### src/design/mtep_pkg.sv
// ----------------------------------------------------------------------------
// mtep_pkg: shared types and constants of the MIDI track event parser
// Parse phases, result kinds, error codes and the result record.
// ----------------------------------------------------------------------------
package mtep_pkg;

	// longest variable-length number, in bytes
	localparam int unsigned MAX_NUMBER_BYTES = 16;
	localparam int unsigned CNT_W            = 5;

	localparam logic [7:0] BYTE_SYSEX     = 8'hf0;
	localparam logic [7:0] BYTE_SYSEX_END = 8'hf7;
	localparam logic [7:0] BYTE_SKIP_LO   = 8'hf1;
	localparam logic [7:0] BYTE_SKIP_HI   = 8'hfe;
	localparam logic [7:0] BYTE_META      = 8'hff;
	localparam logic [7:0] META_END_TRACK = 8'h2f;
	localparam logic [13:0] BEND_CENTER   = 14'd8192;

	localparam logic [3:0] HI_NOTE_OFF  = 4'h8;
	localparam logic [3:0] HI_NOTE_ON   = 4'h9;
	localparam logic [3:0] HI_POLY_AT   = 4'ha;
	localparam logic [3:0] HI_PROGRAM   = 4'hc;
	localparam logic [3:0] HI_PRESSURE  = 4'hd;
	localparam logic [3:0] HI_BEND      = 4'he;
	localparam logic [3:0] HI_SYSTEM    = 4'hf;

	typedef enum logic [3:0] {
		PH_DELTA     = 4'd0,
		PH_STATUS    = 4'd1,
		PH_DATA_A    = 4'd2,
		PH_DATA_B    = 4'd3,
		PH_SYS_LEN   = 4'd4,
		PH_META_TYPE = 4'd5,
		PH_META_LEN  = 4'd6,
		PH_PAYLOAD   = 4'd7,
		PH_ERROR     = 4'd8
	} phase_t;

	typedef enum logic [3:0] {
		KIND_NOTE_OFF  = 4'd0,
		KIND_NOTE_ON   = 4'd1,
		KIND_CTRL      = 4'd2,
		KIND_PROGRAM   = 4'd3,
		KIND_PRESSURE  = 4'd4,
		KIND_BEND      = 4'd5,
		KIND_SYSEX_HDR = 4'd6,
		KIND_META_HDR  = 4'd7,
		KIND_PAYLOAD   = 4'd8,
		KIND_END       = 4'd9,
		KIND_ERROR     = 4'd10
	} kind_t;

	typedef enum logic [1:0] {
		ERR_TOO_LONG  = 2'd0,
		ERR_NO_STATUS = 2'd1,
		ERR_BAD_STAT  = 2'd2,
		ERR_STRAY_B7  = 2'd3
	} err_t;

	typedef struct packed {
		kind_t              kind;
		err_t               error_code;
		logic [3:0]         channel;
		logic [31:0]        tick;
		logic [7:0]         number;
		logic signed [13:0] amount;
		logic [31:0]        payload_length;
		logic [7:0]         data_byte;
		logic               is_terminator;
		logic               last;
	} result_t;

endpackage

### src/design/midi_track_event_parser_unit.sv
// ----------------------------------------------------------------------------
// midi_track_event_parser_unit: MIDI track byte stream to event decoder
// Decodes delta times, running status, channel messages, sysex and meta.
// ----------------------------------------------------------------------------
// Usage
//   Input stream: one track byte per transaction in s_axis_tdata; s_axis_tuser
//   set marks the first byte of a new track and clears tick, statuses, errors.
//   Output stream: at most one event per input byte; kind and terminator flag
//   in m_axis_tuser, event fields in m_axis_tdata, m_axis_tlast marks a header
//   with empty payload or the final payload byte.
//   Output: m_axis is driven from a register. Throughput: one byte per cycle while
//   s_axis_tready is high; the whole parse step is one pass of logic from
//   the parser state and the byte into the result register.
//   Stalls: a result register plus a one-entry skid buffer; while the receiver
//   stalls the block keeps taking bytes until one more event waits in the skid
//   entry, then drops s_axis_tready until the skid entry drains.
//   Reset: parser waits for a delta time, tick is zero, no running status,
//   both output entries empty.
//   After an error or end of track, bytes are consumed silently until a
//   transaction with s_axis_tuser set.
// ----------------------------------------------------------------------------
module midi_track_event_parser_unit (
	input  logic         clk,
	input  logic         arst_n,
	input  logic         s_axis_tvalid,
	output logic         s_axis_tready,
	input  logic [7:0]   s_axis_tdata,   // [7:0] byte_in
	input  logic         s_axis_tuser,   // [0] start_track
	output logic         m_axis_tvalid,
	input  logic         m_axis_tready,
	// [1:0] error_code, [5:2] channel, [37:6] tick, [45:38] number,
	// [59:46] amount, [91:60] payload_length, [99:92] data_byte, [103:100] zero
	output logic [103:0] m_axis_tdata,
	output logic [4:0]   m_axis_tuser,   // [3:0] kind, [4] is_terminator
	output logic         m_axis_tlast
);
	import mtep_pkg::*;

	// parser state
	phase_t            phase_q;
	logic              rs_none_q, ss_none_q;
	logic [7:0]        rs_q, ss_q;
	logic [31:0]       tick_q, acc_q, rem_q;
	logic [CNT_W-1:0]  cnt_q;
	logic [7:0]        first_q, meta_q;
	logic              in_sysex_q, halted_q;

	// next state
	phase_t            phase_n;
	logic              rs_none_n, ss_none_n;
	logic [7:0]        rs_n, ss_n;
	logic [31:0]       tick_n, acc_n, rem_n;
	logic [CNT_W-1:0]  cnt_n;
	logic [7:0]        first_n, meta_n;
	logic              in_sysex_n, halted_n;

	// output register and skid entry
	logic              out_valid_q, skid_valid_q;
	result_t           out_q, skid_q;

	logic              accept, out_free;
	logic              res_valid;
	result_t           res;

	// state as seen by this byte (start of track clears it first)
	phase_t            ph;
	logic              rs_none, ss_none, halted_w;
	logic [7:0]        rs, ss, b, a;
	logic [31:0]       tick_w, acc_w, acc_add, rem_w, rem_dec;
	logic [CNT_W-1:0]  cnt_w, cnt_inc;
	logic [CNT_W:0]    cnt_ext;

	assign s_axis_tready = !skid_valid_q;
	assign accept        = s_axis_tvalid && s_axis_tready;
	assign out_free      = !out_valid_q || m_axis_tready;
	assign b             = s_axis_tdata;

	// one parse step
	always_comb begin
		ph       = s_axis_tuser ? PH_DELTA : phase_q;
		rs_none  = s_axis_tuser ? 1'b1 : rs_none_q;
		ss_none  = s_axis_tuser ? 1'b1 : ss_none_q;
		rs       = rs_q;
		ss       = ss_q;
		tick_w   = s_axis_tuser ? '0 : tick_q;
		acc_w    = s_axis_tuser ? '0 : acc_q;
		cnt_w    = s_axis_tuser ? '0 : cnt_q;
		rem_w    = s_axis_tuser ? '0 : rem_q;
		halted_w = s_axis_tuser ? 1'b0 : halted_q;
		a        = s_axis_tuser ? '0 : first_q;

		phase_n    = ph;
		rs_none_n  = rs_none;
		ss_none_n  = ss_none;
		rs_n       = rs;
		ss_n       = ss;
		tick_n     = tick_w;
		acc_n      = acc_w;
		cnt_n      = cnt_w;
		rem_n      = rem_w;
		first_n    = a;
		meta_n     = s_axis_tuser ? '0 : meta_q;
		in_sysex_n = s_axis_tuser ? 1'b0 : in_sysex_q;
		halted_n   = halted_w;

		res_valid  = 1'b0;
		res        = '0;
		res.tick   = tick_w;

		// variable-length number step
		acc_add = acc_w + {25'd0, b[6:0]};
		cnt_inc = cnt_w + 1'b1;
		cnt_ext = {1'b0, cnt_inc};
		rem_dec = rem_w - 1'b1;

		if (!halted_w && ph != PH_ERROR) begin
			unique case (ph)
				PH_DELTA, PH_SYS_LEN, PH_META_LEN: begin
					if (b[7]) begin
						acc_n = {acc_add[24:0], 7'd0};
						cnt_n = cnt_inc;
						if (cnt_ext >= (CNT_W+1)'(MAX_NUMBER_BYTES)) begin
							phase_n        = PH_ERROR;
							res_valid      = 1'b1;
							res.kind       = KIND_ERROR;
							res.error_code = ERR_TOO_LONG;
						end
					end else if (ph == PH_DELTA) begin
						acc_n   = acc_add;
						tick_n  = tick_w + acc_add;
						phase_n = PH_STATUS;
					end else begin
						// length complete: header or end of track
						in_sysex_n = (ph == PH_SYS_LEN);
						rem_n      = acc_add;
						acc_n      = '0;
						cnt_n      = '0;
						phase_n    = (acc_add == '0) ? PH_DELTA : PH_PAYLOAD;
						if (ph == PH_META_LEN && meta_q == META_END_TRACK) begin
							if (acc_add == '0) begin
								halted_n   = 1'b1;
								res_valid  = 1'b1;
								res.kind   = KIND_END;
								res.number = META_END_TRACK;
							end
						end else begin
							res_valid          = 1'b1;
							res.kind           = (ph == PH_SYS_LEN) ? KIND_SYSEX_HDR :
							                     KIND_META_HDR;
							res.number         = (ph == PH_SYS_LEN) ? 8'd0 : meta_q;
							res.payload_length = acc_add;
							res.last           = (acc_add == '0);
						end
					end
				end
				PH_STATUS, PH_DATA_A: begin
					if (ph == PH_STATUS && b >= BYTE_SKIP_LO && b <= BYTE_SKIP_HI &&
						b != BYTE_SYSEX_END) begin
						// system bytes skipped where a status is expected
					end else if (ph == PH_STATUS &&
						(b == BYTE_SYSEX || b == BYTE_SYSEX_END)) begin
						rs_none_n = 1'b1;
						acc_n     = '0;
						cnt_n     = '0;
						phase_n   = PH_SYS_LEN;
					end else if (ph == PH_STATUS && b == BYTE_META) begin
						rs_none_n = 1'b1;
						phase_n   = PH_META_TYPE;
					end else if (ph == PH_STATUS && b[7]) begin
						rs_none_n = 1'b0;
						rs_n      = b;
						ss_none_n = 1'b0;
						ss_n      = b;
						phase_n   = PH_DATA_A;
					end else if (ph == PH_STATUS && rs_none && ss_none) begin
						phase_n        = PH_ERROR;
						res_valid      = 1'b1;
						res.kind       = KIND_ERROR;
						res.error_code = ERR_NO_STATUS;
					end else begin
						// first data byte with the status in force
						if (ph == PH_STATUS && rs_none) begin
							rs_none_n = 1'b0;
							rs_n      = ss;
						end
						first_n = b;
						if (rs_n[7:4] == HI_SYSTEM) begin
							phase_n        = PH_ERROR;
							res_valid      = 1'b1;
							res.kind       = KIND_ERROR;
							res.error_code = ERR_BAD_STAT;
						end else if (rs_n[7:4] == HI_PROGRAM || rs_n[7:4] == HI_PRESSURE) begin
							if (b[7]) begin
								phase_n        = PH_ERROR;
								res_valid      = 1'b1;
								res.kind       = KIND_ERROR;
								res.error_code = ERR_STRAY_B7;
							end else begin
								phase_n     = PH_DELTA;
								acc_n       = '0;
								cnt_n       = '0;
								res_valid   = 1'b1;
								res.kind    = (rs_n[7:4] == HI_PROGRAM) ? KIND_PROGRAM :
								              KIND_PRESSURE;
								res.channel = rs_n[3:0];
								res.amount  = {7'd0, b[6:0]};
							end
						end else begin
							phase_n = PH_DATA_B;
						end
					end
				end
				PH_DATA_B: begin
					phase_n = PH_DELTA;
					acc_n   = '0;
					cnt_n   = '0;
					if (b[7]) begin
						// stray status byte becomes the new status
						rs_none_n = 1'b0;
						rs_n      = b;
						ss_none_n = 1'b0;
						ss_n      = b;
					end
					if (!b[7] && a[7]) begin
						phase_n        = PH_ERROR;
						res_valid      = 1'b1;
						res.kind       = KIND_ERROR;
						res.error_code = ERR_STRAY_B7;
					end else if (rs[7:4] == HI_POLY_AT) begin
						// poly aftertouch consumed without an event
					end else if (rs[7:4] == HI_BEND) begin
						res_valid   = 1'b1;
						res.kind    = KIND_BEND;
						res.channel = rs[3:0];
						res.amount  = {(b[7] ? 7'd0 : b[6:0]), 7'd0} + {6'd0, a} -
						              BEND_CENTER;
					end else begin
						res_valid   = 1'b1;
						res.kind    = (rs[7:4] == HI_NOTE_OFF) ? KIND_NOTE_OFF :
						              (rs[7:4] == HI_NOTE_ON) ? KIND_NOTE_ON : KIND_CTRL;
						res.channel = rs[3:0];
						res.number  = {1'b0, a[6:0]};
						res.amount  = {7'd0, b[6:0]};
					end
				end
				PH_META_TYPE: begin
					meta_n  = b;
					acc_n   = '0;
					cnt_n   = '0;
					phase_n = PH_META_LEN;
				end
				PH_PAYLOAD: begin
					rem_n = rem_dec;
					if (rem_dec == '0) begin
						phase_n = PH_DELTA;
						acc_n   = '0;
						cnt_n   = '0;
					end
					if (!in_sysex_q && meta_q == META_END_TRACK) begin
						if (rem_dec == '0) begin
							halted_n   = 1'b1;
							res_valid  = 1'b1;
							res.kind   = KIND_END;
							res.number = META_END_TRACK;
						end
					end else begin
						res_valid         = 1'b1;
						res.kind          = KIND_PAYLOAD;
						res.data_byte     = b;
						res.last          = (rem_dec == '0);
						res.is_terminator = (rem_dec == '0) && in_sysex_q &&
						                    (b == BYTE_SYSEX_END);
					end
				end
				default: begin
				end
			endcase
		end
	end

	// parser state registers
	always_ff @(posedge clk or negedge arst_n) begin
		if (!arst_n) begin
			phase_q    <= PH_DELTA;
			rs_none_q  <= 1'b1;
			ss_none_q  <= 1'b1;
			rs_q       <= '0;
			ss_q       <= '0;
			tick_q     <= '0;
			acc_q      <= '0;
			cnt_q      <= '0;
			rem_q      <= '0;
			first_q    <= '0;
			meta_q     <= '0;
			in_sysex_q <= 1'b0;
			halted_q   <= 1'b0;
		end else if (accept) begin
			phase_q    <= phase_n;
			rs_none_q  <= rs_none_n;
			ss_none_q  <= ss_none_n;
			rs_q       <= rs_n;
			ss_q       <= ss_n;
			tick_q     <= tick_n;
			acc_q      <= acc_n;
			cnt_q      <= cnt_n;
			rem_q      <= rem_n;
			first_q    <= first_n;
			meta_q     <= meta_n;
			in_sysex_q <= in_sysex_n;
			halted_q   <= halted_n;
		end
	end

	// output and skid valid flags
	always_ff @(posedge clk or negedge arst_n) begin
		if (!arst_n) begin
			out_valid_q  <= 1'b0;
			skid_valid_q <= 1'b0;
		end else if (out_free) begin
			if (skid_valid_q) begin
				out_valid_q  <= 1'b1;
				skid_valid_q <= 1'b0;
			end else begin
				out_valid_q <= accept && res_valid;
			end
		end else if (accept && res_valid) begin
			skid_valid_q <= 1'b1;
		end
	end

	// output and skid payload
	always_ff @(posedge clk) begin
		if (out_free) begin
			if (skid_valid_q) begin
				out_q <= skid_q;
			end else begin
				out_q <= res;
			end
		end else if (accept && res_valid) begin
			skid_q <= res;
		end
	end

	assign m_axis_tvalid = out_valid_q;
	assign m_axis_tdata  = {4'd0, out_q.data_byte, out_q.payload_length, out_q.amount,
	                        out_q.number, out_q.tick, out_q.channel, out_q.error_code};
	assign m_axis_tuser  = {out_q.is_terminator, out_q.kind};
	assign m_axis_tlast  = out_q.last;

`ifndef SYNTH
	// skid entry only fills behind a held output
	a_skid_behind_out: assert property (@(posedge clk) disable iff (!arst_n)
		skid_valid_q |-> out_valid_q)
		else $error("skid entry valid without output entry");

	// no events after an error until a new track
	a_error_silent: assert property (@(posedge clk) disable iff (!arst_n)
		(accept && !s_axis_tuser && phase_q == PH_ERROR) |-> !res_valid)
		else $error("event produced in error phase");

	// no events after end of track until a new track
	a_halt_silent: assert property (@(posedge clk) disable iff (!arst_n)
		(accept && !s_axis_tuser && halted_q) |-> !res_valid)
		else $error("event produced after end of track");

	// byte count of a number never passes the limit
	a_cnt_range: assert property (@(posedge clk) disable iff (!arst_n)
		cnt_q <= CNT_W'(MAX_NUMBER_BYTES))
		else $error("number byte count out of range");

	// a new event that arrives while the output is held lands in the skid entry
	a_skid_fill: assert property (@(posedge clk) disable iff (!arst_n)
		(!skid_valid_q && accept && res_valid && out_valid_q && !m_axis_tready)
		|=> skid_valid_q)
		else $error("stalled event not captured");
`endif

endmodule

### config.mk
export PLATFORM = sky130hd
export DESIGN_NAME = midi_track_event_parser_unit
export DESIGN_NICKNAME = d
export VERILOG_FILES = /design/src/design/mtep_pkg.sv /design/src/design/midi_track_event_parser_unit.sv
export SDC_FILE = /design/constraint.sdc
export NUM_CORES = 1
export LEC_CHECK = 0
export ABC_AREA = 1
export BUFFER_PORTS_ARGS = -buffer_cell sky130_fd_sc_hd__buf_2
export CAP_MARGIN = 20
export CORE_MARGIN = 3
export CORE_UTILIZATION = 45
export CTS_BUF_LIST = sky130_fd_sc_hd__clkbuf_16
export DETAILED_ROUTE_END_ITERATION = 8
export PLACE_DENSITY = 0.72
export SETUP_SLACK_MARGIN = 0.02
export SYNTH_ARGS = -nofsm -noshare
export SYNTH_HDL_FRONTEND = slang
export SYNTH_SLANG_ARGS = --single-unit
### constraint.sdc
create_clock -name clk -period 9.8 [get_ports clk]
set_clock_uncertainty 0.05 [all_clocks]
set_input_delay 0.98 -clock clk [delete_from_list [all_inputs] [get_ports clk]]
set_output_delay 0.98 -clock clk [all_outputs]
set_load 0.01 [all_outputs]
==> results.ini <==
[grt]
antenna_found_initial=0
largest_net_degree_at_the_start_of_global_routing=84
grt.total_usage=0.283
first_global_vias=20742
grt-ovfl-total=0
grt_first_pass_wirelength_mm=120

[cts]
worst_skew_pair.late_latency_ps=580
cts-root-buf=clkbuf_16
cts-htree-levels=2
cts.hold.buffers_added=0
tritoncts.num_buffers=39
clk_transition_reported_paths_ps=60
cts_buffer_depth=3
post_cts_resized=0
tritoncts=yes
cts.sinks=355
post-cts-setup-buffer-count=0

[yosys]
synth-seq-area-share=0.433
synth_async_sr_flop_share=0.403
syn_area_per_cell_um2=7.42
post_synth_edffs=212
synth_top_cells_by_area=edfxtp_1 (28%), dfrtp_1 (15%), nand2_1 (13%), inv_1 (5.7%), nor2_1 (5.7%)
synth.largest_area_cell=edfxtp_1
yosys_most_used_dff=edfxtp_1
syn_inst=3096
yosysWarningCount=0
post_synth_instance_area_mm2=0.0230
ys_types=62
synth_top_area_frac=0.277
ys_ff_latch=355

[critical_path]
worstSetupEndpointType=flip-flop
critical_path_class=in -> reg
cp_common_cell=nand2_1
critical-path-slowest-cell=nand2_2
worst-r2r-setup-slack_ps=4780
r2r-start=phase_q[3]$_DFFE_PN0P_
required_ps=9930
critical_path_maximum_fanout=70
critPathLaunchType=primary input
worst_setup_path_startpoint=s_axis_tuser
crit_arrival_ps=6160
critPathMaxStageDelay_ps=830
worstPathCellList=buf_2 > inv_4 > nand2_2 > nand2_2 > nor2_4 > nand2_2 > nand2_1 > o21ai_1 > inv_1 > nor2_4 > inv_2 > nand3_1 > nand2_1 > o2111ai_1 > nor2_1 > nand2_1 > nand2_1 > nor2_4 > buf_4

[die]
ioPinCount=125
chip_width_um=232
die_area_mm2=0.0538
die_height_um=232
core_area_mm2=0.0503
number_of_cell_rows=82
floorplan.initialDensity=0.457

[drt]
route.detailed.vias_per_inst=5.79
drc=0
drt_first_iter_violations=2699
drt_pass1_iterations=6
routed_wl_mm=77.5
wl_met3_mm=6.17
wirelength_met1_mm=32.4
route.top_layer_used=met4
dr_wl_met2_mm=34.3
wire_per_inst_um=20.2
antenna_left=0
detailroute.via_count=22261

[power_and_ir_drop]
p_sw_frac=0.425
switching_power_uw=2710
p_leak_uw=0.0116
seq_power_share=0.338
totalPowerFinal_uw=6380
internal-power_uw=3670
p_per_area_mw_per_mm2=251
pwr-share-clk=0.247
max-vdd-ir-drop_v=0.000108
combinational_share_of_power=0.415

[finish]
regArea_mm2=0.00995
drive_above_1_share=0.0965
layout-area-overhead-vs-synth_pct=10.6
diodes=0
layout.nets=3194
fillerInstances=4931
layout.cells.non_filler=3842
post-route-util=0.506
multi_input_comb_area_mm2=0.0111

[min_path]
min_from=ss[7]$_DFFE_PN0P_
hold_path_class=reg -> reg

[placed_design]
port-buffer-count=120
place_congestion=1.03
hpwlAfterDp_mm=53.5
numPlacedInstances=3769

[timing]
finalHoldWorstSlack_ps=405
clock.fmax_mhz=166
finalCritPeriodShare=0.615
timing.final.crit_period_ps=6020
setup_total_negative_slack_ps=0
total_count_of_hold_check_failures_in_the_final_report=0
slew_viol_final=0
tightest_slew_ps=1040
setup_viol=0
rsz0062_at_grt=false
relSlewSlack=0.308

[outcome]
status=finished clean

[job]
max_cap_viol_count=0

area by class of cell:
cell class / instances / area share
multi-input cells: 2228 / 0.435
flip-flops and latches: 355 / 0.392
inverters: 367 / 0.0543
clock buffers: 40 / 0.0394
well taps: 672 / 0.0331
repair buffers: 148 / 0.0329
clock inverters: 32 / 0.0139
sequential cells by signal, indices dropped and copies added, names as in the netlist:
signal / cells
rs_none_q: 1
skid_q: 106
ss: 8
phase_q: 4
meta_q: 8
m_axis_tlast: 1
ss_none_q: 1
m_axis_tuser: 5
in_sysex_q: 1
cnt_q: 5
skid_valid_q: 1
tick_q: 32
rem_q: 32
rs: 8
m_axis_tdata: 100
acc_q: 32
m_axis_tvalid: 1
first_q: 8
halted_q: 1
power groups by stage:
| stage | Combinational, uW | Clock (uW) | Sequential, uW |
|---|---|---|---|
| floorplan | 1680 | 0 | 2230 |
| global placement | 2550 | 0 | 2170 |
| detailed placement | 2560 | 0 | 2180 |
| CTS | 2570 | 1600 | 2160 |
| global route | 2910 | 1650 | 2200 |
| finish | 2650 | 1570 | 2160 |
stage by stage:
| step | instance area, um^2 | setup slack [ps] |
|---|---|---|
| after global placement | 24000 | 3560 |
| after global routing | 25400 | 3540 |
| after floorplan | 23000 | 999 |
| final | 25400 | 3780 |
| after detailed placement | 24000 | 3450 |
| after CTS | 25400 | 4010 |
layer usage:
metal / up-vias / track usage
li1: 10508 / -
met1: 10387 / 0.380
met2: 1122 / 0.441
met3: 244 / 0.0431
met4: 0 / 0.150
met5: - / 0
cells in the final DEF, fill, tap and decap left out, drive strengths merged, types with 2 or more instances in the layout:
| master | n |
|---|---|
| clkinvlp | 3 |
| nor3b | 2 |
| nor4 | 16 |
| bufinv | 7 |
| a221oi | 4 |
| a21o | 2 |
| nand2 | 813 |
| nor3 | 50 |
| inv | 374 |
| nand3b | 5 |
| nand4 | 38 |
| o31ai | 3 |
| a22oi | 19 |
| clkbuf | 40 |
| a32oi | 4 |
| o22ai | 33 |
| conb | 4 |
| o221ai | 10 |
| clkinv | 15 |
| o21bai | 3 |
| edfxtp | 212 |
| buf | 148 |
| ha | 41 |
| a21boi | 2 |
| nand3 | 205 |
| o21ai | 193 |
| a31oi | 49 |
| o211ai | 50 |
| dfstp | 2 |
| a21oi | 216 |
| o2111ai | 32 |
| or2 | 10 |
| o21a | 4 |
| xnor2 | 10 |
| xor2 | 26 |
| dfrtp | 141 |
| nor2 | 375 |
critical path, delay by kind of cell:
| kind | cells | cell delay (ps) |
|---|---|---|
| AND/OR/NAND/NOR | 12 | 3080 |
| buffers and inverters | 5 | 1640 |
| AO/OA/AOI/OAI | 2 | 230 |
final timing paths:
kind	end	cells past startpoint
min in group asynchronous	rem_q[19]$_DFFE_PN0P_	1
max in group asynchronous	acc_q[30]$_DFFE_PN0P_	2
worst min-delay path	ss[7]$_DFFE_PN0P_	2
worst max-delay path	skid_q[83]$_DFFE_PP_	19
worst max register to register	skid_q[83]$_DFFE_PP_	16
worst min register to register	ss[7]$_DFFE_PN0P_	2
kinds of logic after synthesis:
| family | Yosys count | synth area share |
|---|---|---|
| and+or+nand+nor | 1518 | 0.282 |
| AOI/OAI and AO/OA | 628 | 0.160 |
| buffers and inverters | 516 | 0.0884 |
| DFF | 355 | 0.433 |
| adders and majority gates | 42 | 0.0232 |
| xor gates and xnor gates | 36 | 0.0140 |
| other | 1 | 0.000163 |
synth_stat cells, types with 3 or more instances:
cell type  count
buf_6          6
buf_1         17
clkbuf_1     114
a221oi_1       4
nand3_1      202
nand2_2       25
o21bai_1       3
o2111ai_1     32
o22ai_1       33
or2_2          6
a22oi_1       19
nor4_1        16
nand4_1       38
xnor2_1       10
nor3_1        42
o211ai_1      50
dfrtp_1      141
nor2_2        18
o221ai_1      10
inv_2         12
nand2_4        3
nor2_4         9
edfxtp_1     212
o21ai_1       12
or2_0          4
xor2_1        25
inv_1        349
ha_1          41
o21ai_0      180
a32oi_1        4
o31ai_1        3
nand2_1      785
nor2_1       348
nand3b_1       5
o21a_1         4
a31oi_1       49
nor3_2         8
a21oi_1      215
buf_4          9
clkinv_1       5
Power figures use the tool's default switching activity.
